**config.mk**
```make
export PLATFORM = sky130hd
export DESIGN_NAME = sbf_div
export DESIGN_NICKNAME = d
export VERILOG_FILES = /design/src/sv/sbf_pkg.sv /design/src/sv/sbf_div.sv
export SDC_FILE = /design/constraint.sdc
export NUM_CORES = 1
export LEC_CHECK = 0
export BUFFER_PORTS_ARGS = -buffer_cell sky130_fd_sc_hd__buf_2
export CAP_MARGIN = 20
export CORE_UTILIZATION = 45
export DETAILED_ROUTE_END_ITERATION = 12
export MAX_ROUTING_LAYER = met4
export PLACE_DENSITY = 0.59
export SYNTH_ARGS = -nofsm -noshare
export SYNTH_HDL_FRONTEND = slang
export SYNTH_SLANG_ARGS = --single-unit
```
**constraint.sdc**
```tcl
create_clock -name clk -period 12.5 [get_ports clk]
set_input_delay 3.125 -clock clk [delete_from_list [all_inputs] [get_ports clk]]
set_output_delay 3.125 -clock clk [all_outputs]
set_load 0.1 [all_outputs]
```
**src/sv/sbf_pkg.sv**
```systemverilog
package sbf_pkg;

	localparam int PIX_W      = 8;
	localparam int K_W        = 4;
	localparam int DIM_W      = 11;
	localparam int SUM_W      = 12;
	localparam int FULL_W     = 13;
	localparam int CMP_W      = 14;
	localparam int RECIP_W    = 19;
	localparam int RECIP_SH   = 18;
	localparam int PROD_W     = FULL_W + RECIP_W;
	localparam int APB_ADDR_W = 4;
	localparam int APB_DATA_W = 32;
	localparam int ADDR_LSB   = 2;
	localparam int REG_IDX_W  = APB_ADDR_W - ADDR_LSB;

	localparam int DEF_MAX_KERNEL = 15;
	localparam int DEF_MAX_WIDTH  = 1024;
	localparam int DEF_MAX_HEIGHT = 1024;

	localparam logic [K_W-1:0]   KERNEL_RST = 4'd3;
	localparam logic [DIM_W-1:0] WIDTH_RST  = 11'd640;
	localparam logic [DIM_W-1:0] HEIGHT_RST = 11'd480;

	localparam logic [REG_IDX_W-1:0] REG_KERNEL = 2'd0;
	localparam logic [REG_IDX_W-1:0] REG_WIDTH  = 2'd1;
	localparam logic [REG_IDX_W-1:0] REG_HEIGHT = 2'd2;

	// Rounded-up 2^18 / k for the odd kernel sizes; exact floor for dividends below 2^13.
	localparam logic [RECIP_W-1:0] RECIP_TAB [16] = '{
		19'd0,      19'd262144, 19'd0, 19'd87382,
		19'd0,      19'd52429,  19'd0, 19'd37450,
		19'd0,      19'd29128,  19'd0, 19'd23832,
		19'd0,      19'd20165,  19'd0, 19'd17477
	};

	typedef enum logic [1:0] {
		ST_IDLE,
		ST_VSUM,
		ST_HSUM,
		ST_EMIT
	} sbf_state_t;

	typedef struct packed {
		logic [K_W-1:0]   kernel_size;
		logic [DIM_W-1:0] image_width;
		logic [DIM_W-1:0] image_height;
		logic             ok;
	} cfg_t;

	typedef struct packed {
		logic first_row;
		logic rows_full;
		logic k_one;
	} vs_ctl_t;

	typedef struct packed {
		logic win_row;
		logic win_col;
		logic col_zero;
		logic col_ge_k;
		logic row_end;
		logic frame_end;
	} item_t;

endpackage

```
**src/sv/sbf_div.sv**
```systemverilog
module sbf_div (
	input  logic                        clk,
	input  logic                        start,
	input  logic [sbf_pkg::FULL_W-1:0]  x,
	input  logic [sbf_pkg::K_W-1:0]     k,
	output logic [sbf_pkg::PIX_W-1:0]   q
);
	import sbf_pkg::*;

	logic [PROD_W-1:0] prod_s1;

	always_ff @(posedge clk) begin
		if (start) begin
			prod_s1 <= PROD_W'(x) * PROD_W'(RECIP_TAB[k]);
		end
	end

	assign q = prod_s1[RECIP_SH +: PIX_W];

endmodule

```
==> impl_metrics.toml <==
[yosys]
syn_area_mm2 = 0.00691
synth-seq-cells = 8
syn_inst = 801
syn-num-nets = 1039
synth.distinct_cells = 42
ys_seq_area_share_pct = 3.48
syn_area_per_cell_um2 = 8.63
synth_top_area_share_pct = 44.0
yosys.area.top_type = "fa_1"
synth_area_leaders = "fa_1 (44%), inv_1 (12%), ha_1 (12%)"
yosys_warnings = 0

[detailed_routing]
via_per_inst = 5.12
drc = 0
finalWirelength_um = 16100
drtIter0Drc = 219
drtAntennaViolNets = 0
dr.pass1.iters = 4
wl_per_cell_um = 16.3
vias = 5057

[finish]
layout_common_cells = "inv_1 (228), fa_1 (152), nand2_1 (101), and2_1 (96), ha_1 (67)"
drive_above_1_share_pct = 6.48
regMostFlops = "prod_s1"
area_growth_pct = 5.21
mostFrequentLayoutCell = "inv_1"
top_regs = "prod_s1 (8)"
final.fill_count = 1449
layout.cells.non_filler = 988
nets = 1043
largest_reg_flops = 8

[clocking]
cts_made_buffers = 3
cts_tree = "done"
cts_hold_buf = 0
postCtsSetupBuffers = 0
cts_max_level = 1
cts_max_path_buffers = 2
clk_pin_slew_ps = 40
cts_sinks = 8
cts-root-buf = "clkbuf_16"
post_cts_resize_count = 0

[power_and_ir_drop]
max-vdd-ir-drop_mv = 0.114
powerDensity_mw_per_mm2 = 99.7
power_leakage_uw = 0.00391

[global_routing]
grt_pass1_wl_um = 28200
antenna_found_initial = 0
grt_max_degree = 25
grt_usage_pct = 23.5
gr-total-overflow = 0
grt_pass1_vias = 5585

[setup_path]
end_kind = "flop"
crit_fanout = 24
slowest_stage = "nor2_1"
crit_chain = "buf_2 -> nand2_1 -> nor2_1 -> or2_2 -> nand2_1 -> fa_1 -> fa_1 -> inv_1 -> fa_1 -> fa_1 -> inv_1 -> fa_1 -> inv_1 -> ha_1 -> a21o_1 -> a31o_2 -> o2bb2ai_4 -> a221o_2 -> a221oi_2 -> xnor2_1"
critPathKind = "primary input to flop"
worstPathArrival_ps = 8960
worstPathRequired_ps = 12470
critical-path-max-stage-delay_ps = 750
start_kind = "primary input"
cpMostUsedCell = "fa_1"

[sta]
setup_tns_ps = 0
fin_crit_sh_pct = 72.0
rsz0062_at_grt = "false"
tightestPinTransition_ps = 1020
hold_violations = 0
max_slew_margin_pct = 31.7
period_minus_slack_ps = 9000
setup_viol = 0
fmax_ghz = 0.111
maxSlewViolCount = 0

[die]
rows = 44
coreArea_mm2 = 0.0148
fp.dieH_um = 126
initial_core_util_pct = 46.8
die_area_mm2 = 0.0159
die_w_um = 126
ios = 27

[place]
place_congestion = 0.894
post-place-cells = 984
dpl.hpwl_um = 13200
port_buffers = 26

[run_status]
status = "completed"

[run]
maxCapViolCount = 0

[hold_path]
hold_path.class = "primary input to flop"
-- path summary, 6_finish.rpt --
kind               from  cells after the start  slack [ps]               endpoint
setup / recovery   k[0]                     20        3500  prod_s1[25]$_DFFE_PP_
hold / removal    start                      1        3250  prod_s1[18]$_DFFE_PP_
-- layer usage --
metal | global-route usage, % | vias to the layer above | share of wire, %
li1 | - | 2333 | -
met1 | 30.1 | 2586 | 44
met2 | 40.1 | 112 | 49
met3 | 1.70 | 26 | 3.5
met4 | 6.66 | 0 | 3.0
met5 | - | - | 0
-- power by group --
part	total, µW	leakage, µW	switching (µW)	internal [µW]
Combinational	616	0.00380	398	217
Clock	54.2	0.0000370	12.9	41.3
Sequential	54.9	0.0000780	3.10	51.8
Total	725	0.00391	415	310
-- logic make-up after synthesis --
logic type,synth area share [%]
compound gates,5.67
xor+xnor,2.28
fa+ha+maj,56.2
buf+inv,14.1
flops,3.48
mux,0.145
simple gates,18.2
-- stage by stage --
| stage | hold slack, ps | setup slack, ps | total power [µW] | instance area (µm²) | utilization [%] |
|---|---|---|---|---|---|
| 3_3_place_gp | 3460 | 2840 | 663 | 7190 | 48.7 |
| 2_1_floorplan | 3240 | 3840 | 539 | 6910 | - |
| 5_1_grt | 3250 | 3210 | 815 | 7270 | 49.3 |
| 4_1_cts | 3240 | 3540 | 733 | 7270 | 49.3 |
| 6_report | 3250 | 3500 | 725 | 7270 | 49.3 |
| 3_5_place_dp | 3480 | 3290 | 675 | 7190 | 48.8 |
-- area by class of cell --
type	instances	area, µm²	area share [%]
tap	184	230	3.17
clock buffer	3	75.1	1.03
inverter	228	856	11.8
antenna	1	2.50	0.0344
sequential	8	240	3.30
timing repair buffer	31	168	2.31
multi-input combinational	533	5700	78.4
-- synth_stat cells (all sizes together) --
library cell,number
nor3,3
a221oi,1
nand2,101
or4,1
o21ai,8
inv,228
a21o,11
and2,96
xnor2,12
a41oi,1
nand3b,1
a21oi,13
o2bb2ai,1
a21boi,1
and4,1
a211o,1
a2111oi,1
edfxtp,8
nor2,15
a221o,2
a31o,2
nor3b,2
fa,152
o31a,1
nor2b,2
a211oi,1
o21a,2
o311a,1
a31oi,1
and3,14
or2,4
o211a,1
clkbuf,32
nand2b,1
mux2i,1
xor2,6
nand3,4
ha,67
a2bb2oi,1
-- worst max-delay path, delay by kind of cell --
kind / cells / cell delay, ps
XOR/XNOR: 1 / 100
AND/OR/NAND/NOR: 4 / 1360
buffers and inverters: 4 / 430
adder cells (fa/ha/maj): 6 / 2720
AO/OA/AOI/OAI: 5 / 1210
(Power assumes the default switching activity.)
