<file path="config.mk">
export PLATFORM = sky130hd
export DESIGN_NAME = sbf_cfg
export DESIGN_NICKNAME = d
export VERILOG_FILES = /design/src/sv/sbf_pkg.sv /design/src/sv/sbf_cfg.sv
export SDC_FILE = /design/constraint.sdc
export NUM_CORES = 1
export LEC_CHECK = 0
export CAP_MARGIN = 5
export CORE_ASPECT_RATIO = 1.5
export CORE_MARGIN = 2
export CORE_UTILIZATION = 62
export DETAILED_ROUTE_END_ITERATION = 10
export DONT_BUFFER_PORTS = 1
export HOLD_SLACK_MARGIN = 0.02
export PLACE_DENSITY_LB_ADDON = 0.25
export SLEW_MARGIN = 20
export SYNTH_ARGS = -nofsm -noshare
export SYNTH_HDL_FRONTEND = slang
export SYNTH_SLANG_ARGS = --single-unit
</file>
<file path="constraint.sdc">
create_clock -name clk -period 1.75 [get_ports clk]
set_input_delay 0.35 -clock clk [delete_from_list [all_inputs] [get_ports clk]]
set_output_delay 0.35 -clock clk [all_outputs]
set_load 0.03 [all_outputs]
</file>
<file path="src/sv/sbf_pkg.sv">
package sbf_pkg;

	localparam int PIX_W      = 8;
	localparam int K_W        = 4;
	localparam int DIM_W      = 11;
	localparam int SUM_W      = 12;
	localparam int FULL_W     = 13;
	localparam int CMP_W      = 14;
	localparam int RECIP_W    = 19;
	localparam int RECIP_SH   = 18;
	localparam int PROD_W     = FULL_W + RECIP_W;
	localparam int APB_ADDR_W = 4;
	localparam int APB_DATA_W = 32;
	localparam int ADDR_LSB   = 2;
	localparam int REG_IDX_W  = APB_ADDR_W - ADDR_LSB;

	localparam int DEF_MAX_KERNEL = 15;
	localparam int DEF_MAX_WIDTH  = 1024;
	localparam int DEF_MAX_HEIGHT = 1024;

	localparam logic [K_W-1:0]   KERNEL_RST = 4'd3;
	localparam logic [DIM_W-1:0] WIDTH_RST  = 11'd640;
	localparam logic [DIM_W-1:0] HEIGHT_RST = 11'd480;

	localparam logic [REG_IDX_W-1:0] REG_KERNEL = 2'd0;
	localparam logic [REG_IDX_W-1:0] REG_WIDTH  = 2'd1;
	localparam logic [REG_IDX_W-1:0] REG_HEIGHT = 2'd2;

	// Rounded-up 2^18 / k for the odd kernel sizes; exact floor for dividends below 2^13.
	localparam logic [RECIP_W-1:0] RECIP_TAB [16] = '{
		19'd0,      19'd262144, 19'd0, 19'd87382,
		19'd0,      19'd52429,  19'd0, 19'd37450,
		19'd0,      19'd29128,  19'd0, 19'd23832,
		19'd0,      19'd20165,  19'd0, 19'd17477
	};

	typedef enum logic [1:0] {
		ST_IDLE,
		ST_VSUM,
		ST_HSUM,
		ST_EMIT
	} sbf_state_t;

	typedef struct packed {
		logic [K_W-1:0]   kernel_size;
		logic [DIM_W-1:0] image_width;
		logic [DIM_W-1:0] image_height;
		logic             ok;
	} cfg_t;

	typedef struct packed {
		logic first_row;
		logic rows_full;
		logic k_one;
	} vs_ctl_t;

	typedef struct packed {
		logic win_row;
		logic win_col;
		logic col_zero;
		logic col_ge_k;
		logic row_end;
		logic frame_end;
	} item_t;

endpackage

</file>
<file path="src/sv/sbf_cfg.sv">
module sbf_cfg #(
	parameter int MAX_KERNEL = sbf_pkg::DEF_MAX_KERNEL,
	parameter int MAX_WIDTH  = sbf_pkg::DEF_MAX_WIDTH,
	parameter int MAX_HEIGHT = sbf_pkg::DEF_MAX_HEIGHT
) (
	input  logic                            clk,
	input  logic                            arst_n,
	input  logic                            psel,
	input  logic                            penable,
	input  logic                            pwrite,
	input  logic [sbf_pkg::APB_ADDR_W-1:0]  paddr,
	input  logic [sbf_pkg::APB_DATA_W-1:0]  pwdata,
	output logic [sbf_pkg::APB_DATA_W-1:0]  prdata,
	output logic                            pready,
	output sbf_pkg::cfg_t                   cfg,
	output logic                            restart
);
	import sbf_pkg::*;

	logic [K_W-1:0]       kernel_q;
	logic [DIM_W-1:0]     width_q;
	logic [DIM_W-1:0]     height_q;
	logic [REG_IDX_W-1:0] idx;
	logic                 wr;
	logic [CMP_W-1:0]     k_ext;
	logic [CMP_W-1:0]     w_ext;
	logic [CMP_W-1:0]     h_ext;
	logic                 k_ok;
	logic                 dim_ok;

	assign idx     = paddr[APB_ADDR_W-1:ADDR_LSB];
	assign pready  = 1'b1;
	assign wr      = psel && penable && pwrite;
	assign restart = wr && (idx == REG_KERNEL || idx == REG_WIDTH || idx == REG_HEIGHT);

	always_ff @(posedge clk or negedge arst_n) begin
		if (!arst_n) begin
			kernel_q <= KERNEL_RST;
			width_q  <= WIDTH_RST;
			height_q <= HEIGHT_RST;
		end else if (wr) begin
			unique case (idx)
				REG_KERNEL: kernel_q <= pwdata[K_W-1:0];
				REG_WIDTH:  width_q  <= pwdata[DIM_W-1:0];
				REG_HEIGHT: height_q <= pwdata[DIM_W-1:0];
				default: ;
			endcase
		end
	end

	always_comb begin
		unique case (idx)
			REG_KERNEL: prdata = APB_DATA_W'(kernel_q);
			REG_WIDTH:  prdata = APB_DATA_W'(width_q);
			REG_HEIGHT: prdata = APB_DATA_W'(height_q);
			default:    prdata = '0;
		endcase
	end

	assign k_ext  = CMP_W'(kernel_q);
	assign w_ext  = CMP_W'(width_q);
	assign h_ext  = CMP_W'(height_q);
	assign k_ok   = (kernel_q != '0) && kernel_q[0] && (k_ext <= CMP_W'(MAX_KERNEL))
		&& (k_ext <= w_ext) && (k_ext <= h_ext);
	assign dim_ok = (width_q != '0) && (w_ext <= CMP_W'(MAX_WIDTH))
		&& (height_q != '0) && (h_ext <= CMP_W'(MAX_HEIGHT));

	assign cfg.kernel_size  = kernel_q;
	assign cfg.image_width  = width_q;
	assign cfg.image_height = height_q;
	assign cfg.ok           = k_ok && dim_ok;

endmodule

</file>
==> results of run 1 <==
## sequential cells by signal (all words and copies together), names as in the netlist
register / cells
height_q: 11
width_q: 11
kernel_q: 4
## cells by family after synthesis
family | share of synthesized area [%]
buf+inv | 14.5
compound gates | 11.0
fa+ha+maj | 5.91
flops | 39.0
mux | 17.4
other cells | 0.444
simple gates | 11.2
xor+xnor | 0.517
## per-layer routing
metal | part of all wire [%] | up-vias | wire (um) | global-route usage (%)
met1 | 35 | 659 | 1470 | 32.1
li1 | - | 603 | - | -
met4 | 1.6 | 0 | 67 | 12.2
met2 | 57 | 60 | 2420 | 52.8
met3 | 6.9 | 7 | 292 | 4.22
met5 | 0 | - | 0 | 0
## cells in the mapped netlist (5+ instances only)
library cell	instances	share of area, %
mux2_4	8	7.1
nand2_1	10	2.2
dfstp_2	8	12
o21ai_0	10	3.0
nor4_1	5	1.8
dfrtp_1	18	27
a21oi_1	5	1.5
a22o_1	7	3.6
inv_1	7	1.6
buf_4	22	9.8
mux2_2	8	5.3
ha_1	8	5.9
## cell usage in the layout, fill, tap and decap left out, types with 3 or more instances in the layout
cell      Yosys  routed
nor2b_1       4       4
mux2i_1       4       4
conb_1        2      22
o21ai_1       0       3
nand3_1       3       3
nor4_1        5       4
ha_1          8       7
mux2_1        4       4
a21oi_1       5       3
buf_6         4       3
o21ai_0      10       7
inv_1         7       6
mux2_4        8       8
clkbuf_8      0       4
a22o_1        7       7
dfrtp_1      18      17
buf_4        22      49
dfstp_2       8       8
mux2_2        8       8
nand2_1      10      10
## cell type report
type,count,share of cell area [%]
Clock buffer,4,2.56
Tap cell,37,2.16
Multi-Input combinational cell,112,42.4
Sequential cell,26,30.8
Timing Repair Buffer,55,20.8
Inverter,7,1.22
## power by group
part / switching [mW] / leakage (nW) / internal (mW)
sequential: 0.125 / 0.302 / 0.775
clock: 0.188 / 0.0288 / 0.202
combinational: 0.877 / 0.695 / 0.609
## critical path, stage by stage, from the launching register on
cell	delay, ns
dfstp_2	0.56
inv_2	0.05
ha_1	0.28
a41oi_1	0.22
nand3_1	0.13
a21oi_2	0.18
nor4_4	0.07
buf_6	0.15
## timing repair
| item | 4_1_cts | 5_1_grt |
|---|---|---|
| setup buffers | 1 | 1 |
| gates resized for setup | 7 | 3 |
| hold endpoints to repair | 26 | 0 |
| setup endpoints to repair | 3 | 4 |
| pin swaps | 0 | 1 |
| hold buffers | 2 | 0 |
## stage by stage
step | cell area, um^2 | instances | hold WS [ns] | utilization, %
3_3_place_gp | 2010 | 233 | 0.0552 | 75.8
5_1_grt | 2150 | 241 | 0.200 | 81.1
6_report | 2150 | 241 | 0.193 | 81.1
4_1_cts | 2130 | 240 | 0.193 | 80.4
3_5_place_dp | 2010 | 233 | 0.0550 | 75.8
2_1_floorplan | 1800 | 173 | 0.0544 | -
## worst min-delay path by stage
stage	slack, ns	startpoint	cells after the start	endpoint
CTS	0.19	pwdata[2]	2	width_q[2]
global placement	0.06	arst_n	0	width_q[10]
global route	0.20	pwdata[3]	2	width_q[3]
finish	0.19	pwdata[3]	2	height_q[3]
detailed placement	0.06	arst_n	0	width_q[10]
floorplan	0.05	arst_n	0	height_q[0]
==> reports/summary.txt, run 1 <==
Worst Setup SP - kernel_q[0]
FF-to-FF path depth - 4
Clock skew - 0 ns
First-pass GRT wire length - 6340 um
Critical path fanouts, max - 3
Distinct cells, synth - 29
Global route overflow - 0
Initial core utilization - 63.9%
1st-iter DRT viols - 49
CP Capture Type - output pin
Via count - 1329
P&R area growth vs syn - 26.8%
CP Data Required Time - 1.40 ns
Final WL - 4240 um
Tmin final - 2.27 ns
Pre-Repair DR Iteration Count - 4
Post-DRT Antenna Nets - 0
Leakage - 1.03 nW
Multi-input logic area - 911 um^2
Pre-CTS WS - -0.242 ns
PnR worst setup slack - -0.519 ns
WL per Instance - 17.6 um
Fin. Hold Viols - 0
Syn Std Cell Area - 1690 um^2
Share of layout cells above drive strength 1 - 46.1%
Initial antenna violation count - 0
HP Class - in2reg
EDFF count, synth - 0
# DRC - 0
Setup TNS - -0.726 ns
Unrepaired setup endpoints after global routing - true
Vias in the first global route - 1378
RD Place Congestion - 0.875
Row count - 23
Top_reg_cell synth - dfrtp_1
Clock latency at the later pin of the worst-skew pair - 0.28 ns
Clock-pin slew on the worst setup and hold paths - 0.09 ns
Yosys reg bits - 26
Clk sinks - 26
Cell Pwr Density - 1290 nW/um^2
Max clock buf depth - 2
Failing checks - setup timing
Post-Syn Instances - 153
Fin crit share - 130%
Worst VDD drop - 0.883 mV
Gr usage total - 28.9%
Sequential area share after synthesis - 39.0%
Syn. warnings - 0
I/O Buffers - 0
Die H - 68.0 um
Status - finished, violations left
Worst Setup EP - cfg[0]
Slew HR - 63.7%
Pwr Total - 2.77 mW
Clk Tree Root Cell - clkbuf_8
R2r startpoint - kernel_q[1]
Avg Synthesized Cell Area - 11.1 um^2
Die area - 3170 um^2
CTS tree - yes
# setup viols final - 2
CTS Buf Count - 3
Max Cap Viol - 0
Fin nets - 254
Actual slew at the worst max-slew pin - 0.544 ns
Critical R2R Capture - kernel_q[1]
# IOs - 102
Largest net degree at the start of global routing - 27
Crit path DAT - 1.92 ns
Htree depth - 1
Chip Width - 46.7 um
Post-DP HPWL - 3090 um
F_max - 0.441 GHz
Fill cells - 186
Via density per instance - 5.51
Async SR Flop Fraction - 100%
Startpoint types - register
Ant diodes - 0
Register area - 662 um^2
R2R setup slack - 0.64 ns
Kind of critical path - reg2out
Core area - 2650 um^2
Max-slew violations - 0
Power figures use the tool's default switching activity.
==> run 2: changes to the inputs <==
--- a/config.mk
+++ b/config.mk
@@ -8,7 +8,7 @@
 export CAP_MARGIN = 5
 export CORE_ASPECT_RATIO = 1.5
 export CORE_MARGIN = 2
-export CORE_UTILIZATION = 62
+export CORE_UTILIZATION = 55
 export DETAILED_ROUTE_END_ITERATION = 10
 export DONT_BUFFER_PORTS = 1
 export HOLD_SLACK_MARGIN = 0.02
==> run 2 against run 1 <==
Net effect:
- the flow still finishes with violations (setup timing)
- core utilization is 7.9 points lower
- sequential power decreased by 0.9%
- register-to-register slack improved by 0.11 ns
- die area is 12% higher
- flip-flop and latch count stayed put
- via count fell by 1.3%
- combinational power barely moved
- critical path type unchanged
- critical endpoint unchanged
- highest routed layer unchanged
==> reports/summary.txt, run 2 (synthesized netlist as in run 1, its figures left out) <==
Pwr Total - 2.70 mW (was 2.77 mW)
Critical path's slowest cell - dfstp_2 (unchanged)
Worst Setup SP - kernel_q[1] (was kernel_q[0])
Layout Utilization - 73.2% (was 81.1%)
P&R area growth vs syn - 25.9% (was 26.8%)
Row count - 24 (was 23)
First-pass GRT wire length - 6270 um (was 6340 um)
Vias in the first global route - 1371 (was 1378)
Most common cell after layout, fill and taps aside - buf_4 (unchanged)
I/O Buffers - 0 (unchanged)
Initial antenna violation count - 0 (unchanged)
Clk sinks - 26 (unchanged)
1st-iter DRT viols - 23 (was 49)
CP Capture Type - output pin (unchanged)
# IOs - 102 (unchanged)
Clock-pin slew on the worst setup and hold paths - 0.09 ns (about the same)
CTS tree - yes (unchanged)
Pre-Repair DR Iteration Count - 4 (unchanged)
Slew HR - 61.1% (was 63.7%)
Global route overflow - 0 (unchanged)
Largest net degree at the start of global routing - 27 (unchanged)
Worst hold path startpoint - pwdata[1] (was pwdata[3])
Worst VDD drop - 0.908 mV (was 0.883 mV)
CTS Buf Count - 3 (unchanged)
Initial core utilization - 58.1% (was 63.9%)
Core area - 2910 um^2 (was 2650 um^2)
Clk Tree Root Cell - clkbuf_8 (unchanged)
Fill cells - 214 (was 186)
Max stage delay on crit path - 0.58 ns (was 0.56 ns)
Post-DRT Antenna Nets - 0 (unchanged)
WL per Instance - 17.0 um (was 17.6 um)
CP Data Required Time - 1.40 ns (about the same)
PnR worst setup slack - -0.491 ns (was -0.519 ns)
Critical path, cell by cell - buf_4 > ha_4 > nor2b_1 > o211ai_1 > a21oi_2 > nor4_4 > buf_6 (was inv_2 > ha_1 > a41oi_1 > nand3_1 > a21oi_2 > nor4_4 > buf_6)
Cell Pwr Density - 1270 nW/um^2 (was 1290 nW/um^2)
Max-slew violations - 0 (unchanged)
Max Cap Viol - 0 (unchanged)
Fin nets - 254 (unchanged)
Commonest non-fill, non-tap cells in the layout - buf_4, conb_1, dfrtp_1 (unchanged)
Chip Width - 49.3 um (was 46.7 um)
Gr usage total - 23.2% (was 28.9%)
Unrepaired setup endpoints after global routing - true (unchanged)
# setup viols final - 2 (unchanged)
Post-DP HPWL - 3160 um (was 3090 um)
Top Registers - height_q: 11 flops, width_q: 11 flops, kernel_q: 4 flops (unchanged)
F_max - 0.446 GHz (was 0.441 GHz)
Post-route cell area - 2130 um^2 (was 2150 um^2)
Fin crit share - 128% (was 130%)
Tmin final - 2.24 ns (was 2.27 ns)
Non-Filler Instances - 243 (was 241)
Post-Place Cells - 236 (was 233)
Max clock buf depth - 2 (unchanged)
Placed cell area - 2020 um^2 (was 2010 um^2)
Via count - 1312 (was 1329)
Ant diodes - 0 (unchanged)
R2r startpoint - width_q[10] (was kernel_q[1])
Clock latency at the later pin of the worst-skew pair - 0.27 ns (was 0.28 ns)
Crit path DAT - 1.89 ns (was 1.92 ns)
Share of layout cells above drive strength 1 - 45.6% (was 46.1%)
RD Place Congestion - 0.882 (was 0.875)
Startpoint types - register (unchanged)
R2R setup slack - 0.75 ns (was 0.64 ns)
Kind of critical path - reg2out (unchanged)
Setup TNS - -0.493 ns (was -0.726 ns)
HP Class - in2reg (unchanged)
Failing checks - setup timing (unchanged)
Actual slew at the worst max-slew pin - 0.583 ns (was 0.544 ns)
Critical path fanouts, max - 3 (unchanged)
Via density per instance - 5.40 (was 5.51)
Die area - 3550 um^2 (was 3170 um^2)
Leakage - 1.01 nW (was 1.03 nW)
# DRC - 0 (unchanged)
Clock skew - 0 ns (unchanged)
Status - finished, violations left (unchanged)
Htree depth - 1 (unchanged)
Fin. Hold Viols - 0 (unchanged)
Die H - 71.9 um (was 68.0 um)
Final WL - 4130 um (was 4240 um)
[run 2: cell counts in the layout (fill, tap and decap cells not counted)]
No cell type changed its count.
[run 2: final cells by class]
| class | instances | area [um^2] | share of cell area [%] |
|---|---|---|---|
| Inverter | 7 | 26.3 | 1.23 |
| Multi-Input combinational cell | 112 | 917 | 43.0 |
| Tap cell | 39 | 48.8 | 2.29 |
| Clock buffer | 4 | 45.0 | 2.11 |
| Timing Repair Buffer | 55 | 432 | 20.3 |
| Sequential cell | 26 | 662 | 31.1 |
[run 2: report_power, final]
part / internal [mW] / switching (mW)
clock network: 0.163 / 0.186
logic: 0.592 / 0.864
registers: 0.774 / 0.118
[run 2: worst paths after layout]
path / to / cells after the start
worst max register to register: width_q[10] / 2
worst max-delay path: cfg[0] / 7
max in group asynchronous: height_q[7] / 2
min in group asynchronous: width_q[8] / 2
worst min-delay path: height_q[1] / 2
worst min register to register: width_q[3] / 2
[run 2: metrics by stage]
stage               worst slack (ns)  hold slack, ns
floorplan                     -0.333          0.0544
global placement              -0.205          0.0551
detailed placement            -0.226          0.0550
CTS                           -0.528           0.192
global route                  -0.559           0.199
finish                        -0.491           0.192
[run 2: repair_timing]
action / CTS / global route
buffers inserted: 1 / 0
hold buffers: 2 / 0
endpoints found under the setup margin: 2 / 3
resized for setup: 5 / 0
pin swaps: 5 / 3
gates cloned: 0 / 0
hold endpoints to repair: 26 / 0
[run 2: per-layer routing]
layer	track usage [%]	vias up	routed length, um
li1	-	606	-
met1	24.1	631	1450
met2	44.1	64	2290
met3	4.94	11	269
met4	10.2	0	116
met5	0	-	0
[run 2: critical path, delay by kind of cell, from the launching register on]
kind                       cells  cell delay (ns)
and+or+nand+nor                2             0.27
DFF                            1             0.58
buffers and inverters          2             0.29
AOI/OAI and AO/OA              2             0.29
adders and majority gates      1             0.19
